File: config.mk
export PLATFORM = sky130hd
export DESIGN_NAME = i2c_master_status_sequencer
export DESIGN_NICKNAME = d
export VERILOG_FILES = /design/src/rtl/i2cms_pkg.sv /design/src/rtl/i2c_master_status_sequencer.sv
export SDC_FILE = /design/constraint.sdc
export NUM_CORES = 1
export LEC_CHECK = 0
export BUFFER_PORTS_ARGS = -buffer_cell sky130_fd_sc_hd__buf_2
export CORE_ASPECT_RATIO = 0.6
export CORE_MARGIN = 1
export CORE_UTILIZATION = 60
export DETAILED_ROUTE_END_ITERATION = 8
export GPL_TIMING_DRIVEN = 1
export PLACE_DENSITY = 0.85
export SLEW_MARGIN = 20
export SYNTH_ARGS = -nofsm -noshare
export SYNTH_HDL_FRONTEND = slang
export SYNTH_SLANG_ARGS = --single-unit
File: constraint.sdc
create_clock -name aclk -period 6.3 [get_ports aclk]
set_input_delay 1.26 -clock aclk [delete_from_list [all_inputs] [get_ports aclk]]
set_output_delay 1.26 -clock aclk [all_outputs]
set_load 0.05 [all_outputs]
File: src/rtl/i2cms_pkg.sv
// Package with the codes and result type of the I2C master status sequencer.
package i2cms_pkg;

    // Control actions handed to the byte-level controller.
    localparam logic [2:0] ACT_NONE    = 3'd0;
    localparam logic [2:0] ACT_CLEAR   = 3'd1;
    localparam logic [2:0] ACT_ACK     = 3'd2;
    localparam logic [2:0] ACT_STOP    = 3'd3;
    localparam logic [2:0] ACT_RESTART = 3'd4;
    localparam logic [2:0] ACT_ERRSTOP = 3'd5;
    localparam logic [2:0] ACT_START   = 3'd6;
    localparam logic [2:0] ACT_TIMEOUT = 3'd7;

    // Transfer modes.
    localparam logic [1:0] MODE_IDLE     = 2'd0;
    localparam logic [1:0] MODE_WRITE    = 2'd1;
    localparam logic [1:0] MODE_READ_ONE = 2'd2;
    localparam logic [1:0] MODE_READ_RUN = 2'd3;

    // Input word kinds.
    localparam logic FUNC_START = 1'b0;

    // Controller status codes.
    localparam logic [7:0] ST_START      = 8'h08;
    localparam logic [7:0] ST_RESTART    = 8'h10;
    localparam logic [7:0] ST_AW_ACK     = 8'h18;
    localparam logic [7:0] ST_AW_NACK    = 8'h20;
    localparam logic [7:0] ST_DW_ACK     = 8'h28;
    localparam logic [7:0] ST_DW_NACK    = 8'h30;
    localparam logic [7:0] ST_ARB_LOST   = 8'h38;
    localparam logic [7:0] ST_AR_ACK     = 8'h40;
    localparam logic [7:0] ST_AR_NACK    = 8'h48;
    localparam logic [7:0] ST_DR_ACK     = 8'h50;
    localparam logic [7:0] ST_DR_NACK    = 8'h58;

    // Read/write bit appended to the target address.
    localparam logic RW_READ = 1'b1;

    // Configuration register indexes.
    localparam logic [2:0] CFG_TRANSFER_MODE    = 3'd0;
    localparam logic [2:0] CFG_TARGET_ADDRESS   = 3'd1;
    localparam logic [2:0] CFG_REGISTER_ADDRESS = 3'd2;
    localparam logic [2:0] CFG_WRITE_VALUE      = 3'd3;
    localparam logic [2:0] CFG_READ_LENGTH      = 3'd4;

    localparam logic [7:0] COUNT_MAX = 8'hFF;

    typedef struct packed {
        logic [2:0] action;
        logic       send_valid;
        logic [7:0] send_byte;
        logic       read_valid;
        logic [7:0] read_byte;
        logic [7:0] read_index;
        logic       done_res;
        logic       error;
    } result_t;

endpackage

File: src/rtl/i2c_master_status_sequencer.sv
// Top level of the I2C master status sequencer: input stage, status decode, result stage.
//
//  channel | direction | handshake              | payload
//  s_      | in        | s_tvalid / s_tready    | s_tdata (status, byte, timeout), s_tuser (func)
//  m_      | out       | m_tvalid / m_tready    | m_tdata (action, send, read, flags)
//  cfg_    | in        | cfg_valid / cfg_ready  | cfg_index, cfg_data
//
// Each word passes through the input register and then through the status decode into the
// result register. One word is accepted per cycle while m_ does not stall.
// The transaction state updates as a word moves into the result register.
// A stall on m_ holds the result register and then the input register in turn.
// Reset clears the valid flags, the transaction state and the configuration, but the read length resets to one.
module i2c_master_status_sequencer import i2cms_pkg::*; (
    input  logic        aclk,
    input  logic        aresetn,
    input  logic        s_tvalid,
    output logic        s_tready,
    // [7:0] status_code, [15:8] bus_byte, [16] timeout_seen, [23:17] zero
    input  logic [23:0] s_tdata,
    // [0] func
    input  logic [0:0]  s_tuser,
    output logic        m_tvalid,
    input  logic        m_tready,
    // [2:0] action, [3] send_valid, [11:4] send_byte, [12] read_valid,
    // [20:13] read_byte, [28:21] read_index, [29] done_res, [30] error, [31] zero
    output logic [31:0] m_tdata,
    input  logic        cfg_valid,
    output logic        cfg_ready,
    input  logic [2:0]  cfg_index,
    input  logic [7:0]  cfg_data
);

    logic [1:0] mode_reg;
    logic [6:0] target_reg;
    logic [7:0] regaddr_reg;
    logic [7:0] wvalue_reg;
    logic [7:0] rlength_reg;

    logic       in_valid_reg;
    logic       func_reg;
    logic [7:0] status_reg;
    logic [7:0] bus_reg;
    logic       tmo_reg;

    logic       out_valid_reg;
    result_t    res_reg;
    result_t    res_next;

    logic       data_sent_reg;
    logic       data_sent_next;
    logic [7:0] count_reg;
    logic [7:0] count_next;

    logic       advance;
    logic [7:0] wr_addr;
    logic [7:0] rd_addr;
    logic [8:0] ack_limit;

    assign cfg_ready = 1'b1;
    assign advance   = in_valid_reg && (!out_valid_reg || m_tready);
    assign s_tready  = !in_valid_reg || advance;
    assign m_tvalid  = out_valid_reg;
    assign m_tdata   = {1'b0, res_reg.error, res_reg.done_res, res_reg.read_index,
                        res_reg.read_byte, res_reg.read_valid, res_reg.send_byte,
                        res_reg.send_valid, res_reg.action};

    assign wr_addr   = {target_reg, 1'b0};
    assign rd_addr   = {target_reg, RW_READ};
    // More bytes follow while the count after this byte plus one stays below the length.
    assign ack_limit = {1'b0, count_reg} + 9'd2;

    always_ff @(posedge aclk) begin
        if (!aresetn) begin
            mode_reg    <= MODE_IDLE;
            target_reg  <= '0;
            regaddr_reg <= '0;
            wvalue_reg  <= '0;
            rlength_reg <= 8'd1;
        end else if (cfg_valid && cfg_ready) begin
            unique case (cfg_index)
                CFG_TRANSFER_MODE:    mode_reg    <= cfg_data[1:0];
                CFG_TARGET_ADDRESS:   target_reg  <= cfg_data[6:0];
                CFG_REGISTER_ADDRESS: regaddr_reg <= cfg_data;
                CFG_WRITE_VALUE:      wvalue_reg  <= cfg_data;
                CFG_READ_LENGTH:      rlength_reg <= cfg_data;
                default: ;
            endcase
        end
    end

    always_ff @(posedge aclk) begin
        if (!aresetn) begin
            in_valid_reg  <= 1'b0;
            out_valid_reg <= 1'b0;
            data_sent_reg <= 1'b0;
            count_reg     <= '0;
        end else begin
            if (s_tvalid && s_tready) begin
                in_valid_reg <= 1'b1;
            end else if (advance) begin
                in_valid_reg <= 1'b0;
            end
            if (advance) begin
                out_valid_reg <= 1'b1;
                data_sent_reg <= data_sent_next;
                count_reg     <= count_next;
            end else if (m_tready) begin
                out_valid_reg <= 1'b0;
            end
        end
    end

    always_ff @(posedge aclk) begin
        if (s_tvalid && s_tready) begin
            func_reg   <= s_tuser[0];
            status_reg <= s_tdata[7:0];
            bus_reg    <= s_tdata[15:8];
            tmo_reg    <= s_tdata[16];
        end
        if (advance) begin
            res_reg <= res_next;
        end
    end

    always_comb begin
        res_next       = '0;
        data_sent_next = data_sent_reg;
        count_next     = count_reg;
        if (func_reg == FUNC_START) begin
            data_sent_next  = 1'b0;
            count_next      = '0;
            res_next.action = (mode_reg == MODE_IDLE) ? ACT_NONE : ACT_START;
        end else if (tmo_reg) begin
            res_next.action = ACT_TIMEOUT;
        end else if (mode_reg == MODE_IDLE) begin
            res_next.action = ACT_NONE;
        end else begin
            unique case (status_reg)
                ST_START: begin
                    res_next.send_valid = 1'b1;
                    res_next.send_byte  = wr_addr;
                    res_next.action     = ACT_CLEAR;
                end
                ST_AW_ACK: begin
                    res_next.send_valid = 1'b1;
                    res_next.send_byte  = regaddr_reg;
                    res_next.action     = ACT_CLEAR;
                end
                ST_AW_NACK, ST_DW_NACK: begin
                    res_next.action = ACT_STOP;
                    res_next.error  = 1'b1;
                end
                ST_DW_ACK: begin
                    if (mode_reg != MODE_WRITE) begin
                        res_next.action = ACT_RESTART;
                    end else if (!data_sent_reg) begin
                        res_next.send_valid = 1'b1;
                        res_next.send_byte  = wvalue_reg;
                        res_next.action     = ACT_CLEAR;
                        data_sent_next      = 1'b1;
                    end else begin
                        res_next.action   = ACT_STOP;
                        res_next.done_res = 1'b1;
                    end
                end
                ST_RESTART: begin
                    if (mode_reg == MODE_WRITE) begin
                        res_next.action = ACT_ERRSTOP;
                        res_next.error  = 1'b1;
                    end else begin
                        res_next.send_valid = 1'b1;
                        res_next.send_byte  = rd_addr;
                        res_next.action     = ACT_CLEAR;
                    end
                end
                ST_AR_ACK: begin
                    if (mode_reg == MODE_WRITE) begin
                        res_next.action = ACT_ERRSTOP;
                        res_next.error  = 1'b1;
                    end else begin
                        res_next.action = (mode_reg == MODE_READ_RUN) ? ACT_ACK : ACT_CLEAR;
                    end
                end
                ST_AR_NACK: begin
                    res_next.action = (mode_reg == MODE_WRITE) ? ACT_ERRSTOP : ACT_STOP;
                    res_next.error  = 1'b1;
                end
                ST_DR_ACK: begin
                    if (mode_reg == MODE_READ_RUN) begin
                        res_next.read_valid = 1'b1;
                        res_next.read_byte  = bus_reg;
                        res_next.read_index = count_reg;
                        if (count_reg != COUNT_MAX) begin
                            count_next = count_reg + 8'd1;
                        end
                        res_next.action = (ack_limit < {1'b0, rlength_reg}) ? ACT_ACK
                                                                            : ACT_CLEAR;
                    end else begin
                        res_next.action = ACT_ERRSTOP;
                        res_next.error  = 1'b1;
                    end
                end
                ST_DR_NACK: begin
                    if (mode_reg == MODE_WRITE) begin
                        res_next.action = ACT_ERRSTOP;
                        res_next.error  = 1'b1;
                    end else begin
                        res_next.read_valid = 1'b1;
                        res_next.read_byte  = bus_reg;
                        if (mode_reg == MODE_READ_RUN) begin
                            res_next.read_index = count_reg;
                            if (count_reg != COUNT_MAX) begin
                                count_next = count_reg + 8'd1;
                            end
                        end
                        res_next.action   = ACT_STOP;
                        res_next.done_res = 1'b1;
                    end
                end
                // Arbitration loss lands here along with every undecoded code.
                default: begin
                    res_next.action = ACT_ERRSTOP;
                    res_next.error  = 1'b1;
                end
            endcase
        end
    end

    // A start word that has moved into the result register leaves a fresh transaction.
    a_start_clears: assert property (@(posedge aclk) disable iff (!aresetn)
        (advance && func_reg == FUNC_START) |=> (count_reg == '0 && !data_sent_reg))
        else $error("start word did not clear the transaction state");

    // A received byte only comes with a clear, an ack or a stop.
    a_read_action: assert property (@(posedge aclk) disable iff (!aresetn)
        (m_tvalid && res_reg.read_valid) |->
            (res_reg.action == ACT_STOP || res_reg.action == ACT_ACK ||
             res_reg.action == ACT_CLEAR))
        else $error("received byte delivered with an unexpected action");

    // Success is reported only with a clean stop.
    a_done_stop: assert property (@(posedge aclk) disable iff (!aresetn)
        (m_tvalid && res_reg.done_res) |-> (res_reg.action == ACT_STOP && !res_reg.error))
        else $error("done flag without a clean stop");

    // An error always ends the transfer on the bus.
    a_error_stop: assert property (@(posedge aclk) disable iff (!aresetn)
        (m_tvalid && res_reg.error) |->
            (res_reg.action == ACT_STOP || res_reg.action == ACT_ERRSTOP))
        else $error("error flag without a stop");

    // The byte counter moves by at most one per word.
    a_count_step: assert property (@(posedge aclk) disable iff (!aresetn)
        (advance && func_reg != FUNC_START) |=>
            (count_reg == $past(count_reg) || count_reg == $past(count_reg) + 8'd1))
        else $error("byte counter jumped");

endmodule

# After elaboration in Yosys (flattened, before gate mapping)
# Cells that the tools add are included.
# word_totals
register_bits	93
word_cells	115
inputBits	41
output_inout_bits	35
# classes
muxes	43
n_bitwise	1
reduce_logical	23
order_cmp	1
n_addsub	2
n_eq_ne	24
# op_table
operator	count
two-way mux 8 bit	7
case mux 9 bit (4 select lines)	1
case mux 17 bit (2 select lines)	1
== test 8 x 7 -> 1 bit, second input constant	4
two-way mux 3 bit	9
two-way mux 9 bit	3
== test 8 x 6 -> 1 bit, second input constant	3
case mux 3 bit (7 select lines)	1
two-way mux 18 bit	1
two-way mux 17 bit	1
== test 8 x 5 -> 1 bit, second input constant	2
case mux 8 bit (2 select lines)	1
two-way mux 1 bit	13
AND reduction 2 bit	5
AND reduction 5 bit	2
adder 8 x 2 -> 9 bit, second input constant	1
< comparator 9 x 8 -> 1 bit	1
OR reduction 3 bit	3
adder 8 x 1 -> 8 bit, second input constant	1
== test 8 x 4 -> 1 bit, second input constant	1
inequality test 8 bit, second input constant	1
== test 3 x 2 -> 1 bit, second input constant	2
two-way mux 2 bit	3
inequality test 2 bit, second input constant	3
17 further kinds	24

# Logic depth before layout (Yosys ltp)
# Gate-level depths: netlist of the first run.
# logic_depth
ltp_word	8
ltp_mapped	10
depth_no_buf	10

# Worst setup path after synthesis of the first run
# OpenSTA, ideal clock, no wires.
# synth_path
path_type	in2reg
startpoint	input port m_tready
endpoint	register res_reg (netlist bit m_tdata[0]) (enable)
setup_time_ns	0.420
t_arrival_ns	2.821
slack_ns	3.058
stages	2
n_path_buf	0
required_time_ns	5.880
path_cell_list	and2b_1 -> nor2_1
# synth_via
elab_chain_cells	2
# synth_rtl
item	line	source
start: declaration	i2c_master_status_sequencer.sv:23	input logic m_tready,
logical OR 1 bit	i2c_master_status_sequencer.sv:60	assign advance = in_valid_reg && (!out_valid_reg || m_tready);
logical AND 1 bit	i2c_master_status_sequencer.sv:60	
net advance	i2c_master_status_sequencer.sv:54	logic advance;
end signal: assignment	i2c_master_status_sequencer.sv:121	res_reg <= res_next;
end: declaration	i2c_master_status_sequencer.sv:46	result_t res_reg;
# The timed path passes the listed nets, and every way through them passes these cells.
# A chain may end at the register's enable or synchronous reset.

# Final worst setup path of the first run
# layout_path
startpoint	input port m_tready
endpoint	output port s_tready
# layout_via
elab_chain_cells	3
# layout_rtl
item	line	source
logical OR 1 bit	i2c_master_status_sequencer.sv:60	
logical AND 1 bit	i2c_master_status_sequencer.sv:60	
logical OR 1 bit	i2c_master_status_sequencer.sv:61	assign s_tready = !in_valid_reg || advance;
end: declaration	i2c_master_status_sequencer.sv:17	output logic s_tready,
# No other way between the ends.

==> results.json, run 1 <==
{
  "status": "finished with violations",
  "violations": "DRC",
  "drt-wirelength-per-cell_um": 16.51,
  "power_leakage_nw": 1.773,
  "hpwl_mm": 6.567,
  "post_drt_via_cell_ratio": 5.820,
  "yosysTopAreaCellShare_pct": 34.36,
  "start_kind": "input pin",
  "clockBufferDepth": 2,
  "min_delay_worst_endpoint": "rlength_reg[6]",
  "grt_pass1_vias": 3040,
  "grt_max_degree": 39,
  "grt_pass1_wl_mm": 15.07,
  "synth_async_sr_flop_share_pct": 0,
  "final_net_count": 536,
  "ctsHoldBuffers": 0,
  "port_buffers": 66,
  "cpMostUsedCell": "buf_2",
  "synth-edff-count": 49,
  "worstSetupEndpointType": "output pin",
  "die_area_mm2": 0.007491,
  "first_iter_violations": 257,
  "core_area_mm2": 0.006792,
  "max_freq_mhz": 308.4,
  "clkSinkCount": 93,
  "crit_arrival_ps": 1980,
  "worstHoldPathType": "flip-flop to flip-flop",
  "avgSynthCellArea_um2": 9.937,
  "yosys.area.top_type": "edfxtp_1",
  "antenna_found_initial": 0,
  "areaGrowthSynthToFinish_pct": 15.25,
  "hold_viol": 0,
  "syn_area_mm2": 0.004283,
  "routabilityCongestion": 0.9448,
  "worstSkewPairLatency_ps": 340,
  "root_buffer": "clkbuf_16",
  "syn_nets": 481,
  "relSlewSlack_pct": 36.66,
  "drc_errors": 2,
  "rr_worst_depth": 4,
  "routed_wl_mm": 9.544,
  "powerDensity_mw_per_mm2": 271.9,
  "layout-drive-gt1-share_pct": 17.52,
  "post_cts.repair.setup_buffers": 0,
  "cp_slowest_cell": "and2b_1",
  "rsz0062_at_grt": "no",
  "drv_cap": 0,
  "yosys_warnings": 0,
  "cpPeakStageDelay_ps": 310,
  "finClkSkew_ps": 6.823,
  "finalCritPeriodShare_pct": 51.47,
  "cp_max_fo": 6,
  "ir_worst_vdd_mv": 0.2110,
  "cts_tree": "built",
  "worst_pin_slew_ps": 944.4,
  "setup_violations": 0,
  "postRouteAntennaNets": 0,
  "r2r-end": "m_tdata[17]",
  "total_power_mw": 1.342,
  "required_ps": 5040,
  "setup-tns-final_ps": 0,
  "rrSetupSlack_ps": 3670,
  "synth.distinct_cells": 48,
  "period_needed_ps": 3243,
  "cts.clk_slew.worst_paths_ps": 60,
  "start_util_pct": 63.06,
  "ys_seq_area_share_pct": 54.92,
  "first_pass_iters": 8,
  "cts_resized": 0,
  "worstSetupPathType": "input pin to output pin",
  "die_x_um": 111.1,
  "grtUsageTotal_pct": 26.94,
  "min_path_cells": 2,
  "fp.dieH_um": 67.45,
  "ys_top_cells_by_area": "edfxtp_1, dfxtp_1, nand2_1, a21boi_0, nor2_1",
  "synth_ff_type": "edfxtp_1",
  "ys_seq_elements": 93,
  "min_from": "rlength_reg[6]",
  "ys_top_cells_by_count": "nand2_1, edfxtp_1, dfxtp_1",
  "timing.rr.start": "status_reg[5]",
  "yosys.cell_count.top_type": "nand2_1",
  "numCtsBuffers": 9,
  "syn_inst": 431,
  "io_pins": 76,
  "vias": 3364,
  "final_max_slew_viol_count": 0,
  "crit_chain": "buf_2 > and2b_1 > nand2_1 > buf_2",
  "fp-row-count": 23,
  "htree_levels": 3,
  "diodes": 0,
  "largest_reg_flops": 31,
  "grt-ovfl-total": 0
}
-- how the worst max path moves through the flow --
stage	from	to	slack [ps]	cells after the start
finish	m_tready	s_tready	3060	4
global route	m_tready	s_tready	3020	4
CTS	m_tready	s_tready	3060	4
detailed placement	m_tready	s_tready	3060	4
global placement	m_tready	s_tready	3080	4
floorplan	m_tready	m_tdata[0]	3060	2
-- routing by layer --
layer  wire length (µm)  track usage (%)  up-vias  part of all wire [%]
met5                  0                0        -                     0
met4                115            7.939        0                   1.2
met3                867            8.528       16                   9.1
met2               4338            42.85      166                    45
met1               4223            35.94     1554                    44
li1                   -                -     1628                     -
-- worst max-delay path: cells and delay by family --
| family | cells | cell delay (ps) |
|---|---|---|
| buffers and inverters | 2 | 310 |
| AND/OR/NAND/NOR | 2 | 410 |
-- placed cells by master, fill, tap and decap left out, drive strengths merged, types with 2 or more instances in the layout --
| master | count |
|---|---|
| xor2 | 2 |
| nor3 | 7 |
| nand4b | 2 |
| nor4 | 7 |
| and2 | 15 |
| mux2i | 8 |
| nand4 | 2 |
| a31oi | 3 |
| a21oi | 15 |
| a211o | 2 |
| a2111oi | 2 |
| o2111ai | 2 |
| o21ai | 12 |
| buf | 67 |
| a211oi | 3 |
| nor2 | 34 |
| a21boi | 25 |
| nor3b | 3 |
| dfxtp | 44 |
| nand2b | 4 |
| clkbuf | 12 |
| inv | 16 |
| nand3 | 15 |
| a222oi | 2 |
| edfxtp | 49 |
| o21a | 3 |
| or3 | 3 |
| a22oi | 5 |
| bufinv | 2 |
| conb | 2 |
| nor2b | 15 |
| and3 | 5 |
| or2 | 3 |
| ha | 9 |
| nor4bb | 2 |
| xnor2 | 8 |
| nand2 | 72 |
-- cells by family after synthesis --
| group | Yosys count | synth area share (%) |
|---|---|---|
| multiplexers | 8 | 1.870 |
| adder cells (fa/ha/maj) | 9 | 2.629 |
| XOR/XNOR | 10 | 2.045 |
| AND/OR/NAND/NOR | 194 | 22.17 |
| other | 2 | 0.1754 |
| flip-flops | 93 | 54.92 |
| AO/OA/AOI/OAI | 77 | 12.21 |
| buffers and inverters | 38 | 3.973 |
-- where the power goes --
part           switching [mW]  total, mW  internal [mW]  leakage (nW)
Sequential             0.0140      0.671          0.657         0.833
Combinational          0.0704     0.0996         0.0292         0.783
Clock                   0.213      0.571          0.358         0.157
-- final cells by class --
type	count	area, µm²
tap	87	108.9
clock inverter	4	71.32
multi-input combinational	300	1763
timing repair buffer	67	337.8
inverter	15	56.30
clock buffer	12	246.5
fill	471	1856
sequential	93	2352
-- stage by stage --
step	util, %	std cells	hold WS, ps	worst slack (ps)	cell area, µm²
floorplan	-	431	432.4	3058	4283
global placement	68.00	562	450.9	3080	4618
detailed placement	68.00	562	457.8	3063	4618
CTS	72.68	578	467.0	3060	4936
global route	72.68	578	485.6	3015	4936
finish	72.68	578	464.2	3057	4936
Note: power is estimated with default switching activity, not from simulation.
==> inputs of run 2 (changes only) <==
CORE_UTILIZATION = 50   (was 60)
PLACE_DENSITY = 0.75   (was 0.85)
clock period = 2.86 ns   (was 6.3 ns; I/O delays follow)
==> run 2 against run 1 <==
  * The run now ends clean
  * Sequential share of layout area decreased by 1.1 points
  * Clock skew increased by 1.9 ps
  * Die area increased by 20%
  * Power increased by 130%
  * Clock-buffer cell count decreased by 2
  * First-iteration DRC count increased by 29%
  * Register-to-register slack got worse by 3300 ps
  * Non-clock buffer count increased by 9
  * Final area increased by 2.4%
  * Clock power increased by 130%
  * Highest routed layer unchanged
==> results.json, run 2 (synthesized netlist as in run 1, its figures left out) <==
{
  "final_max_slew_viol_count": 0,
  "powerDensity_mw_per_mm2": 602.0,
  "finalCritPeriodShare_pct": 87.48,
  "dp_slack_ps": 372.9,
  "io_pins": 76,
  "grtUsageTotal_pct": 22.96,
  "fp.dieH_um": 73.69,
  "final_cells": 608,
  "final_net_count": 545,
  "worst_pin_slew_ps": 784.5,
  "cts.clk_slew.worst_paths_ps": 70,
  "grt_max_degree": 24,
  "hpwl_mm": 6.806,
  "antenna_found_initial": 0,
  "final_common_cell": "nand2_1",
  "grt_pass1_wl_mm": 15.38,
  "cts_tree": "built",
  "ir_worst_vdd_mv": 0.3663,
  "routed_wl_mm": 9.417,
  "power_leakage_nw": 1.824,
  "die_area_mm2": 0.008952,
  "postRouteAntennaNets": 0,
  "post-place-cells": 592,
  "clockBufferDepth": 2,
  "required_ps": 2940,
  "root_buffer": "clkbuf_16",
  "setup_violations": 0,
  "crit_arrival_ps": 2590,
  "hold_viol": 0,
  "htree_levels": 3,
  "drt-wirelength-per-cell_um": 15.49,
  "mostFrequentLayoutCells": "nand2_1, buf_2, edfxtp_1, dfxtp_1, nor2_1",
  "first_pass_iters": 6,
  "drc_errors": 0,
  "post_drt_via_cell_ratio": 5.507,
  "vias": 3348,
  "worstHoldPathType": "input pin to flip-flop",
  "status": "finished clean",
  "start_util_pct": 53.07,
  "finClkSkew_ps": 8.689,
  "setup_slack_ps": 358.1,
  "drv_cap": 0,
  "routabilityCongestion": 0.8991,
  "post_cts.repair.setup_buffers": 0,
  "grt-ovfl-total": 0,
  "numCtsBuffers": 9,
  "clkSinkCount": 93,
  "diodes": 0,
  "cts_resized": 0,
  "dpl_cell_area_mm2": 0.004712,
  "fp-row-count": 25,
  "max_freq_mhz": 399.7,
  "core_area_mm2": 0.008070,
  "start_kind": "flip-flop",
  "worstSetupPathType": "flip-flop to flip-flop",
  "timing.hold.ws_ps": 398.1,
  "layout-drive-gt1-share_pct": 19.20,
  "setup-tns-final_ps": 0,
  "period_needed_ps": 2502,
  "grt_pass1_vias": 3142,
  "cp_max_fo": 5,
  "ctsHoldBuffers": 0,
  "first_iter_violations": 332,
  "areaGrowthSynthToFinish_pct": 17.97,
  "relSlewSlack_pct": 46.35,
  "largest_reg_flops": 31,
  "die_x_um": 121.5,
  "port_buffers": 66,
  "rsz0062_at_grt": "no",
  "fin_area_mm2": 0.005052,
  "worstSkewPairLatency_ps": 350,
  "worstSetupEndpointType": "flip-flop"
}
## run 2: final timing paths
kind	from	endpoint	slack, ps	cells past startpoint
worst max-delay path	count_reg[2]	m_tdata[0]	360	10
worst min-delay path	s_tdata[9]	bus_reg[1]	400	1
worst min register to register	regaddr_reg[0]	regaddr_reg[0]	470	2
worst max register to register	count_reg[2]	m_tdata[0]	360	10
## run 2: stage by stage
stage	power (mW)	util (%)
finish	3.041	62.60
global route	3.135	62.60
detailed placement	1.730	58.39
CTS	3.063	62.60
floorplan	1.654	-
global placement	1.724	58.39
## run 2: critical path: stages (launching register included)
cell	delay (ps)
dfxtp_1	410
ha_1	230
and3_1	230
nand3_1	130
xnor2_1	150
ha_1	290
nand4_1	110
nor2_1	50
a211oi_1	410
nand2b_1	170
a21oi_1	60
## run 2: layout make-up
cell class,instances,area (µm²)
Tap cell,108,135.1
Fill cell,682,3018
Inverter,15,56.30
Multi-Input combinational cell,300,1763
Sequential cell,93,2352
Clock inverter,6,111.4
Timing Repair Buffer,76,405.4
Clock buffer,10,229.0
## run 2: power by group
| part | switching [mW] | total (mW) | internal [mW] |
|---|---|---|---|
| Sequential | 0.0245 | 1.47 | 1.45 |
| Clock | 0.486 | 1.34 | 0.854 |
| Combinational | 0.160 | 0.230 | 0.0701 |
## run 2: metal layers
layer | share of wire, % | global-route usage, %
met1 | 46 | 32.24
met2 | 44 | 33.96
met3 | 8.5 | 6.988
met4 | 1.3 | 7.133
met5 | 0 | 0
==> inputs of run 3 (changes only) <==
ABC_CLOCK_PERIOD_IN_PS = 2860   (was not set)
CELL_PAD_IN_SITES_DETAIL_PLACEMENT = 0   (was not set)
CELL_PAD_IN_SITES_GLOBAL_PLACEMENT = 2   (was not set)
CORE_UTILIZATION = 31   (was 50)
PLACE_DENSITY = not set   (was 0.75)
PLACE_DENSITY_LB_ADDON = 0.1   (was not set)
==> run 3 against run 2 <==
  * Wire length up 14%
  * Register-to-register slack better by 20 ps
  * Die area up 60%
==> results.json, run 3 (synthesized netlist as in run 1, its figures left out) <==
{
  "status": "finished clean",
  "drc_errors": 0,
  "worstSkewPairLatency_ps": 340,
  "grt_max_degree": 26,
  "die_x_um": 153.7,
  "cts_resized": 0,
  "cts_tree": "built",
  "postRouteAntennaNets": 0,
  "rsz0062_at_grt": "no",
  "final_cells": 673,
  "n_fill_cell": 1343,
  "finClkSkew_ps": 6.870,
  "drt-wirelength-per-cell_um": 15.98,
  "setup-tns-final_ps": 0,
  "worst_pin_slew_ps": 942.1,
  "ir_worst_vdd_mv": 0.2748,
  "grtUsageTotal_pct": 15.94,
  "areaGrowthSynthToFinish_pct": 20.25,
  "fp.dieH_um": 93.05,
  "clockBufferDepth": 2,
  "setup_violations": 0,
  "routabilityCongestion": 0.8024,
  "layout-drive-gt1-share_pct": 19.68,
  "rr_worst_depth": 11,
  "drt-met1-wl_mm": 5.814,
  "wl_met2_mm": 4.229,
  "required_ps": 2930,
  "finalCritPeriodShare_pct": 86.66,
  "routed_wl_mm": 10.75,
  "relSlewSlack_pct": 36.34,
  "crit_chain": "ha_1 > and3_1 > nand3_1 > xnor2_1 > ha_1 > nand4_1 > nor2_1 > a211oi_1 > buf_4 > nand2b_1 > a21oi_1",
  "first_iter_violations": 181,
  "core_area_mm2": 0.01317,
  "drv_cap": 0,
  "cp_max_fo": 5,
  "seqCellArea_mm2": 0.002352,
  "clkSinkCount": 93,
  "min_path_cells": 1,
  "period_needed_ps": 2478,
  "post_cts.repair.setup_buffers": 0,
  "power_leakage_nw": 1.839,
  "mostFrequentLayoutCells": "nand2_1, buf_2, edfxtp_1, dfxtp_1, nor2_1",
  "total_power_mw": 2.994,
  "cp_slowest_cell": "dfxtp_1",
  "ctsHoldBuffers": 0,
  "grt_pass1_wl_mm": 17.29,
  "vias": 3272,
  "io_pins": 76,
  "worstHoldPathType": "input pin to flip-flop",
  "final_net_count": 548,
  "post_drt_via_cell_ratio": 4.862,
  "final_max_slew_viol_count": 0,
  "hold_viol": 0,
  "worstSetupEndpointType": "flip-flop",
  "routed.top_layer": "met4",
  "first_pass_iters": 6,
  "hpwl_mm": 8.067,
  "grt_pass1_vias": 3175,
  "powerDensity_mw_per_mm2": 581.3,
  "crit_arrival_ps": 2550,
  "grt-ovfl-total": 0,
  "cpPeakStageDelay_ps": 420,
  "final_common_cell": "nand2_1",
  "numCtsBuffers": 9,
  "max_freq_mhz": 403.5,
  "timing.hold.ws_ps": 412.3,
  "root_buffer": "clkbuf_16",
  "cts.clk_slew.worst_paths_ps": 60,
  "post-place-cells": 657,
  "antenna_found_initial": 0,
  "die_area_mm2": 0.01431,
  "largest_reg_flops": 31,
  "htree_levels": 3,
  "port_buffers": 66,
  "worstSetupPathType": "flip-flop to flip-flop",
  "multi_input_area_mm2": 0.001763,
  "dr_wl_met3_um": 655,
  "cpMostUsedCell": "ha_1",
  "start_util_pct": 32.51,
  "fp-row-count": 32,
  "start_kind": "flip-flop",
  "diodes": 0
}
run 3: changes by cell type in the layout (fill, tap and decap cells not counted), sizes merged:
cell	delta
buf	+3
bufinv	-1
clkbuf	+1
clkinvlp	-1
inv	+1
run 3: final timing paths:
check / from / slack, ps / end
worst min register to register: regaddr_reg[0] / 460 / regaddr_reg[0]
worst min-delay path: s_tdata[14] / 410 / bus_reg[6]
worst max register to register: count_reg[1] / 380 / m_tdata[0]
worst max-delay path: count_reg[1] / 380 / m_tdata[0]
run 3: critical path, delay by kind of cell, from the launching register on:
family / cells / cell delay, ps
simple gates: 5 / 630
fa+ha+maj: 2 / 530
flops: 1 / 420
compound gates: 2 / 310
xor+xnor: 1 / 160
buf+inv: 1 / 160
run 3: per-layer routing:
metal / vias up / GRT usage [%]
met2: 79 / 21.93
met1: 1541 / 23.99
li1: 1645 / -
met4: 0 / 3.750
met3: 7 / 4.634
met5: - / 0
run 3: per-stage QoR:
step,util [%],setup slack [ps],area (µm²)
6_report,39.10,381.6,5150
5_1_grt,39.10,136.2,5150
4_1_cts,39.10,370.4,5150
3_5_place_dp,36.63,388.1,4825
3_3_place_gp,36.63,419.5,4825
2_1_floorplan,-,306.2,4283
run 3: final cells by class:
| class | count | area share [%] |
|---|---|---|
| sequential | 93 | 45.68 |
| multi-input combinational | 300 | 34.23 |
| timing repair buffer | 79 | 8.552 |
| clock buffer | 11 | 4.713 |
| tap | 170 | 4.130 |
| clock inverter | 5 | 1.603 |
| inverter | 15 | 1.093 |
run 3: power breakdown:
part / total, mW / leakage, nW / switching, mW / internal, mW
sequential: 1.47 / 0.833 / 0.0217 / 1.45
combinational: 0.242 / 0.846 / 0.169 / 0.0732
clock: 1.28 / 0.160 / 0.490 / 0.793
total: 2.99 / 1.84 / 0.680 / 2.31
